<file path="config.mk">
export PLATFORM = sky130hd
export DESIGN_NAME = rmt_cell
export DESIGN_NICKNAME = d
export VERILOG_FILES = /design/src/rtl/rmt_pkg.sv /design/src/rtl/rmt_cell.sv
export SDC_FILE = /design/constraint.sdc
export NUM_CORES = 1
export LEC_CHECK = 0
export ABC_AREA = 1
export BUFFER_PORTS_ARGS = -buffer_cell sky130_fd_sc_hd__buf_2
export CAP_MARGIN = 10
export CORE_ASPECT_RATIO = 1.25
export CORE_MARGIN = 5
export CORE_UTILIZATION = 40
export CTS_CLUSTER_DIAMETER = 60
export CTS_CLUSTER_SIZE = 24
export DETAILED_ROUTE_END_ITERATION = 10
export PLACE_DENSITY_LB_ADDON = 0.2
export SLEW_MARGIN = 20
export SYNTH_ARGS = -nofsm -noshare
export SYNTH_HDL_FRONTEND = slang
export SYNTH_SLANG_ARGS = --single-unit
export TNS_END_PERCENT = 10
</file>
<file path="constraint.sdc">
create_clock -name clock -period 4.79 [get_ports clock]
set_clock_uncertainty 0.2 [all_clocks]
set_input_delay 0.7185 -clock clock [delete_from_list [all_inputs] [get_ports clock]]
set_output_delay 0.7185 -clock clock [all_outputs]
set_load 0.03 [all_outputs]
</file>
<file path="src/rtl/rmt_pkg.sv">
// constants and types for the running median tracker
// no dependencies; used by rmt_cell, the top level and the checker
package rmt_pkg;

   localparam int DEPTH       = 256;
   localparam int CENTER      = DEPTH / 2;
   localparam int CNT_W       = $clog2(DEPTH + 1);
   localparam int VALUE_W     = 32;
   localparam int STORED_CNT_W = 9;
   localparam int REQ_DATA_W  = 32;
   localparam int RSP_DATA_W  = 48;
   localparam int RSP_USER_W  = 1;

   // what one cell shows its neighbors
   typedef struct packed {
      logic               gt;     // held value ranks above the incoming amount
      logic               valid;
      logic [VALUE_W-1:0] value;
   } cell_view_type;

   // control broadcast to every cell
   typedef struct packed {
      logic               load;        // item accepted and store not full
      logic               shift_down;  // lower side makes room (count odd)
      logic [VALUE_W-1:0] amount;
   } cell_ctl_type;

endpackage

</file>
<file path="src/rtl/rmt_cell.sv">
// one cell of the centered sorted chain
// depends on rmt_pkg
module rmt_cell
   import rmt_pkg::*;
(
   input  logic               clock,
   input  logic               reset,
   input  cell_ctl_type       ctl,
   input  logic               upper_side,  // empty cell counts as +inf when set
   input  cell_view_type      lo_nbr,
   input  cell_view_type      hi_nbr,
   output cell_view_type      view,
   output logic [VALUE_W-1:0] next_value
);

   logic               valid_ff, valid_in;
   logic [VALUE_W-1:0] value_ff, value_in;
   logic               gt;

   assign gt = valid_ff ? (value_ff > ctl.amount) : upper_side;

   always_comb begin
      valid_in = valid_ff;
      value_in = value_ff;
      if (ctl.load) begin
         if (!ctl.shift_down && gt) begin
            // upper part moves up one cell
            if (lo_nbr.gt) begin
               valid_in = lo_nbr.valid;
               value_in = lo_nbr.value;
            end else begin
               valid_in = 1'b1;
               value_in = ctl.amount;
            end
         end else if (ctl.shift_down && !gt) begin
            // lower part moves down one cell
            if (!hi_nbr.gt) begin
               valid_in = hi_nbr.valid;
               value_in = hi_nbr.value;
            end else begin
               valid_in = 1'b1;
               value_in = ctl.amount;
            end
         end
      end
   end

   always_ff @(posedge clock) begin
      if (reset) begin
         valid_ff <= 1'b0;
      end else begin
         valid_ff <= valid_in;
      end
      value_ff <= value_in;
   end

   assign view       = '{gt: gt, valid: valid_ff, value: value_ff};
   assign next_value = value_in;

endmodule

</file>
; ---- Yosys cells after proc, flatten, opt, wreduce, memory -nomap -nowiden
; Index checks and enable logic that the tools add are counted.
; Widths: inputs -> output; s select.
[classes]
add_sub_neg = 0
n_mul = 0
div_mod_pow = 0
magnitude_cmp = 1
n_eq_ne = 0
n_shift = 0
n_mux = 10
bitwise = 0
reduce_logical = 6
[ops]
columns = operator, count
row1 = $mux 32, 5
row2 = $gt 32x32->1, 1
row3 = $mux 1, 5
row4 = $logic_and 1x1->1, 2
row5 = $logic_not 1->1, 2
row6 = $reduce_and 2->1, 1
row7 = $reduce_bool 2->1, 1
[word_totals]
reg_bits = 33
latch_bits = 0
ram_bits = 0
rom_bits = 0
out_inout_bits = 66
elab_cells = 19
memories = 0

; ---- Longest topological paths before layout
; Gate-level depths: netlist of run 1.
[depth]
depth_word = 7
ltp_mapped = 23

; ---- Worst setup path before layout of run 1
; Ideal clock, no wire load.
[synth_timing]
path_type = input port to output port
startpoint = in ctl[7] (netlist name)
endpoint = out next_value[21]
arrival_time_ps = 2676
required_ps = 3872
slack_ps = 1196
stages = 17
n_path_buf = 2
cell_sequence = inv_1 ha_1 a21o_1 nor2_1 nand2_1 nand2_1 nand2_1 nand2_1 nand2_1 nand2_1 nand2_1 ha_1 buf_6 nor2_4 clkbuf_1 o21ai_0 nand2_1
[synth_via]
elab_chain_len = 7
elab_cells_between_ends = 8
classes_between = 1 x order compare / 4 x mux / 3 x reduce/logical
[synth_rtl]
columns = element, line
row1 = start: declaration, rmt_cell.sv:8  ; input cell_ctl_type ctl,
row2 = $gt 32x32->1 (*), rmt_cell.sv:20  ; assign gt = valid_ff ? (value_ff > ctl.amount) : upper_side;
row3 = $mux 1 (*), rmt_cell.sv:20
row4 = named net gt, rmt_cell.sv:18  ; logic gt;
row5 = $logic_not 1->1, rmt_cell.sv:35  ; end else if (ctl.shift_down && !gt) begin
row6 = $logic_and 1x1->1, rmt_cell.sv:35
row7 = $mux 32, rmt_cell.sv:35
row8 = $mux 32 (*), rmt_cell.sv:26  ; if (!ctl.shift_down && gt) begin
row9 = $mux 32 (*), rmt_cell.sv:25  ; if (ctl.load) begin
row10 = end: declaration, rmt_cell.sv:13  ; output logic [VALUE_W-1:0] next_value
; Mark *: on every way through the listed nets, which the timed path passes. The rest lies on a longest branch.

; ---- Final worst setup path of run 1
[layout_timing]
startpoint = in ctl[17] (netlist name)
endpoint = out next_value[1]
[layout_via]
elab_chain_len = 7
elab_cells_between_ends = 8
classes_between = 1 x order compare / 4 x mux / 3 x reduce/logical
[layout_rtl]
columns = element, line
row1 = $gt 32x32->1 (*), rmt_cell.sv:20
row2 = $mux 1 (*), rmt_cell.sv:20
row3 = $logic_not 1->1, rmt_cell.sv:35
row4 = $logic_and 1x1->1, rmt_cell.sv:35
row5 = $mux 32, rmt_cell.sv:35
row6 = $mux 32 (*), rmt_cell.sv:26
row7 = $mux 32 (*), rmt_cell.sv:25
; Every way passes the cells marked *; elsewhere a longest branch is shown, timed or not.

==> results of run 1 <==
-- cells in the final DEF, fill, tap and decap left out, drive strengths merged --
master / netlist / layout
a21oi: 16 / 16
nand3: 2 / 2
clkbuf: 10 / 7
nand2: 137 / 137
nand4: 2 / 2
dfxtp: 33 / 33
a21o: 1 / 1
o21a: 1 / 1
o211ai: 32 / 32
o311ai: 1 / 1
ha: 34 / 34
buf: 23 / 176
inv: 47 / 47
o21ai: 99 / 99
nor2: 48 / 48
-- per-layer routing --
layer  track usage [%]  part of all wire [%]  vias up
met2              39.3                    50      163
li1                  -                     -     1909
met3              4.52                   8.2        8
met1              26.1                    41     1581
met4              6.03                  0.66        2
met5                 0                  0.10        -
-- kinds of logic after synthesis --
family	count (synthesis)	synth area share (%)
compound gates	150	27.7
flops	33	21.8
fa+ha+maj	34	14.0
buf+inv	80	12.1
simple gates	189	24.4
-- final cells by class --
type,instances,share of cell area (%)
clock buffer,7,2.18
multi-input combinational,373,50.7
inverter,47,4.46
tap,92,2.91
sequential,33,16.7
timing repair buffer,176,23.0
-- worst max-delay path, delay by kind of cell --
kind                     cells  cell delay (ns)
adder cells (fa/ha/maj)      2             0.56
AO/OA/AOI/OAI                4             0.57
buffers and inverters        4             0.43
AND/OR/NAND/NOR             10             1.00
-- registers in the layout (all words and copies together) (netlist names) --
signal    flops
valid_ff      1
value_ff     32
-- report_power, final --
part / total (mW) / switching [mW] / internal, mW
registers: 0.408 / 0.0596 / 0.349
clock network: 0.230 / 0.116 / 0.115
logic: 0.867 / 0.597 / 0.271
total: 1.51 / 0.772 / 0.734
-- per-stage QoR --
stage	power (mW)	instance area (um^2)	utilization (%)
after CTS	1.52	3950	53.4
after global placement	1.28	3870	52.2
after floorplan	1.01	3030	-
after detailed placement	1.29	3870	52.2
final	1.51	3960	53.4
after global routing	1.62	3960	53.4
-- worst max-delay path by stage --
stage,from,end,cells after the start
final,ctl[17],next_value[1],20
after global routing,ctl[5],next_value[26],20
after floorplan,ctl[7],next_value[21],17
after global placement,ctl[21],next_value[16],18
after detailed placement,ctl[17],next_value[16],20
after CTS,ctl[21],next_value[14],18
==> Implementation_results.wiki, run 1 <==
{| class="wikitable"
! Metric !! Value
|-
| Status || complete, no violations
|-
| Fillcell total || 745
|-
| Vertical die dimension || between 100 and 150 um
|-
| Total number of yosys warnings || 0
|-
| Worst slew margin relative to its limit || 51.3%
|-
| DR vias/cell || 5.03
|-
| Slowest Stage Delay on Critical Path || 0.40 ns
|-
| DRT iter0 DRCs || 225
|-
| H-tree lvl count || 2
|-
| DRC viols || 0
|-
| Post-layout instance count excluding filler cells || 728
|-
| Routed len/inst || 14.5 um
|-
| Startpoint of the lowest-slack hold path || valid_ff
|-
| Setup bufs post-CTS || 0
|-
| Cell count of the worst hold path || 2
|-
| Core area || around 7400 um^2
|-
| End of the worst register-to-register path || value_ff[14]
|-
| Number of vias after detailed routing || 3663
|-
| Initial Utilization || 41.0%
|-
| Worst hold endpoint || valid_ff
|-
| NumNets Final || 775
|-
| Crit Path Class || in2out
|-
| Top cells by count, synth || nand2_1, o21ai_0, nor2_1
|-
| Netlist cell types || 22
|-
| Post-detailed-route count of antenna-violating nets || 0
|-
| Category of the worst setup path launch point || primary input
|-
| Share of synthesized area occupied by flip-flops and latches || 21.8%
|-
| Unrepaired setup endpoints after global routing || false
|-
| Worst Hold Slack || 0.305 ns
|-
| Worst-Margin Slew || 0.730 ns
|-
| Hold Vio Cnt, Final || 0
|-
| Cell count after placement || 721
|-
| Remaining Overflow, GRT || 0
|-
| Clk pin slew, worst setup/hold paths || 0.08 ns
|-
| Maximum buffer depth of the clock tree || 2
|-
| CTS Buf Count || 5
|-
| Via count of the first global-routing pass || 3766
|-
| Count of cells along the worst register-to-register path || 17
|-
| Post-route minimum period || 4.23 ns
|-
| RePlAce Congestion || 0.862
|-
| Layout-stage area growth over the synthesis result || 30.4%
|-
| Most instantiated library cell after synthesis || nand2_1
|-
| Later-pin clock latency in the skew report || 0.29 ns
|-
| Hold bufs inserted after CTS || 0
|-
| Synthesized area per cell || 6.24 um^2
|-
| Cell type with the largest total area after synthesis || dfxtp_1
|-
| Final HPWL from detailed placement || between 7000 and 8000 um
|-
| Antenna violations before repair || 1
|-
| Post-synth ARST share || 0%
|-
| Clock tree from TritonCTS || built
|-
| Boundary pin count || 171
|-
| Number of slew-limit violations in the final report || 0
|-
| Largest cells by area after synthesis || dfxtp_1, nand2_1, ha_1
|-
| Number of clock sinks || 33
|-
| Source of the worst register-to-register timing path || value_ff[17]
|-
| Mapped Nets || roughly 630
|-
| Accumulated negative setup slack || 0 ns
|-
| Cell repeated most along the worst path || nand2_1
|-
| Data arrival time at the worst-slack endpoint || 3.31 ns
|-
| Synth Instances || 486
|-
| Area share of the largest cell type after synthesis || 21.8%
|-
| VDD IR-drop max || 182 uV
|-
| Worst path cell trace || buf_2, inv_1, ha_1, nand2_1, nand2_1, nand2_1, nand2_1, nand2_1, nand3_1, a21oi_1, nand2_1, a21oi_1, ha_1, inv_2, nor2_8, o211ai_1, o21ai_1, nand2_1, nand2_1, buf_2
|-
| Cell area after synthesis || a little over 3000 um^2
|-
| All-Layer GR Usage || 22.0%
|-
| Power density relative to cell area || between 300 and 400 nW/um^2
|-
| Total die area || around 9400 um^2
|-
| Crit path setup slack, layout || 0.563 ns
|-
| Maximum number of pins on one net before global-route repair || 66
|-
| Number of synthesized register bits || 33
|-
| Most instantiated flip-flop cell in the synthesis netlist || dfxtp_1
|-
| Worst endpoint required time || 3.87 ns
|-
| Area used by multi-input combinational logic || 2010 um^2
|-
| Worst reg-to-reg setup slack || 1.96 ns
|-
| Post-Route WL || around 11000 um
|-
| Type of the worst min-delay path || reg2reg
|-
| Count of max-cap constraint violations || 0
|-
| Setup-failing EPs final || 0
|-
| Ratio of cells with drive above 1 in the final layout || 29.2%
|-
| Global-route wire length before repair || 16800 um
|-
| Highest achievable clock rate || 0.237 GHz
|-
| Width of the die || 87.9 um
|-
| Clk root buf || clkbuf_8
|-
| Critical path capture point type || output port
|-
| PortBufs || 170
|-
| Fin crit share || 88.2%
|-
| Critical path's slowest cell || nor2_8
|-
| Critical-path maximum fanout || 32
|-
| Flip-flop and latch area || 661 um^2
|-
| Number of resized instances in the post-cts repair step || 0
|-
| Router iterations before antenna repair || 4
|-
| Number of synthesized flops with an enable pin || 0
|-
| Diodes inserted || 0
|-
| Core Rows || 35
|-
| Lkg Pwr || 2.21 nW
|-
| Pre-CTS worst setup slack || 0.551 ns
|}
(Power assumes the default switching activity.)
==> run 2: changes to the inputs <==
- BUFFER_PORTS_ARGS: -buffer_cell sky130_fd_sc_hd__buf_2 -> -buffer_cell sky130_fd_sc_hd__buf_4
==> Implementation_results.wiki, run 2 (same netlist as run 1, synthesis figures left out) <==
{| class="wikitable"
! Metric !! Value
|-
| VDD IR-drop max || 242 uV
|-
| Type of the worst min-delay path || reg2reg
|-
| Setup bufs post-CTS || 0
|-
| Unrepaired setup endpoints after global routing || false
|-
| Maximum buffer depth of the clock tree || 2
|-
| Router iterations before antenna repair || 5
|-
| Clock tree from TritonCTS || built
|-
| Cell count of the worst hold path || 2
|-
| DRC viols || 0
|-
| CTS Buf Count || 5
|-
| Post-route minimum period || ~4.3 ns
|-
| Fin crit share || 90.3%
|-
| Hold bufs inserted after CTS || 0
|-
| NumNets Final || a little under 800
|-
| Post-layout instance count excluding filler cells || 725
|-
| Lkg Pwr || 2.32 nW
|-
| Initial Utilization || between 40% and 50%
|-
| Top flop regs || value_ff x32, valid_ff x1
|-
| DRT iter0 DRCs || around 200
|-
| Via count of the first global-routing pass || 3767
|-
| Critical path's slowest cell || nor2_8
|-
| Max reg flops || 32
|-
| Final Cell Area || 4360 um^2
|-
| Cell count after placement || roughly 720
|-
| Routed len/inst || around 15 um
|-
| Width of the die || 87.9 um
|-
| Worst-Margin Slew || 1.13 ns
|-
| Number of resized instances in the post-cts repair step || 0
|-
| Total die area || 9430 um^2
|-
| Crit Path Class || in2out
|-
| Area used by multi-input combinational logic || 2010 um^2
|-
| Most frequent cells in the layout || buf_4, nand2_1, o21ai_0
|-
| Status || complete, no violations
|-
| Core area || 7400 um^2
|-
| Number of slew-limit violations in the final report || 0
|-
| Critical-path maximum fanout || 32
|-
| Post-Route WL || 10900 um
|-
| Flip-flop and latch area || around 660 um^2
|-
| Category of cells accounting for the largest share of critical-path delay || simple AND/OR/NAND/NOR gates
|-
| Slowest Stage Delay on Critical Path || 0.49 ns
|-
| Diodes inserted || 0
|-
| Clk pin slew, worst setup/hold paths || 0.07 ns
|-
| Highest achievable clock rate || 0.231 GHz
|-
| Setup-failing EPs final || 0
|-
| RePlAce Congestion || 0.910
|-
| Maximum number of pins on one net before global-route repair || 66
|-
| Source of the worst register-to-register timing path || value_ff[31]
|-
| H-tree lvl count || 2
|-
| Hold Vio Cnt, Final || 0
|-
| Ratio of cells with drive above 1 in the final layout || between 20% and 30%
|-
| Worst Hold Slack || 0.322 ns
|-
| Layout-stage area growth over the synthesis result || 43.6%
|-
| Vertical die dimension || 107 um
|-
| Count of max-cap constraint violations || 0
|-
| Most common cell after layout, fill and taps aside || buf_4
|-
| Global-route wire length before repair || between 15000 and 20000 um
|-
| Count of cells along the worst register-to-register path || 14
|-
| CP Buf/Inv Count || 3
|-
| Number of clock sinks || 33
|-
| Clk root buf || clkbuf_8
|-
| Pre-CTS worst setup slack || between 0.4 and 0.5 ns
|-
| Boundary pin count || 171
|-
| Power density relative to cell area || 369 nW/um^2
|-
| Remaining Overflow, GRT || 0
|-
| Final HPWL from detailed placement || about 8100 um
|-
| Startpoint of the lowest-slack hold path || value_ff[12]
|-
| Placed Area || 4270 um^2
|-
| Cell repeated most along the worst path || nand2_1
|-
| Accumulated negative setup slack || 0 ns
|-
| Later-pin clock latency in the skew report || 0.28 ns
|-
| Critical path capture point type || output port
|-
| Worst slew margin relative to its limit || 24.7%
|-
| Core Rows || 35
|-
| Number of vias after detailed routing || 3781
|-
| Largest reg by FF count || value_ff
|-
| DR vias/cell || 5.22
|-
| All-Layer GR Usage || about 23%
|-
| PortBufs || 170
|-
| Category of the worst setup path launch point || primary input
|-
| Crit path setup slack, layout || 0.466 ns
|-
| Post-detailed-route count of antenna-violating nets || 0
|-
| Antenna violations before repair || 0
|-
| Data arrival time at the worst-slack endpoint || 3.41 ns
|-
| Fillcell total || 703
|-
| Worst path cell trace || buf_4, inv_1, ha_1, nand2_1, nor2_1, nand2_1, nor2_1, a21oi_1, nand2_1, nand2_1, ha_1, nor2_8, o211ai_1, o21ai_1, nand2_1, nand2_1, buf_4
|-
| Critical path startpoint || ctl[31]
|-
| Instance count on the critical path || 17
|-
| Worst endpoint required time || 3.87 ns
|}
run 2: changes by cell type in the layout (fill, tap and decap cells not counted):
cell / delta
buf_4: +166
buf_2: -169
run 2: metrics by stage:
stage	utilization, %	power, mW
3_3_place_gp	57.7	1.39
4_1_cts	58.9	1.63
3_5_place_dp	57.7	1.40
5_1_grt	58.9	1.73
6_report	58.9	1.61
2_1_floorplan	-	1.01
run 2: routing by layer:
layer	track usage (%)	wire (um)	up-vias
met3	5.82	1030	13
li1	-	-	1905
met1	27.6	4250	1694
met2	39.8	5460	169
met4	6.47	128	0
met5	0	0	-
run 2: worst paths after layout:
kind	slack (ns)	end
max	0.47	next_value[2]
min	0.32	value_ff[12]
max reg2reg	1.81	value_ff[2]
min reg2reg	0.32	value_ff[12]
run 2: cell type report:
| type | instances | area share (%) |
|---|---|---|
| timing repair buffer | 173 | 30.1 |
| multi-input combinational | 373 | 46.0 |
| clock buffer | 7 | 1.98 |
| inverter | 47 | 4.05 |
| tap | 92 | 2.64 |
| sequential | 33 | 15.2 |
run 2: power breakdown:
group / total [mW] / internal [mW] / leakage, nW / switching [mW]
sequential: 0.413 / 0.349 / 0.277 / 0.0639
clock: 0.224 / 0.114 / 0.0443 / 0.110
combinational: 0.972 / 0.370 / 2.00 / 0.602
run 2: worst min-delay path: cells and delay by family, from the launching register on:
| family | cells | cell delay (ns) |
|---|---|---|
| DFF | 1 | 0.33 |
| AOI/OAI and AO/OA | 1 | 0.08 |
| and+or+nand+nor | 1 | 0.07 |
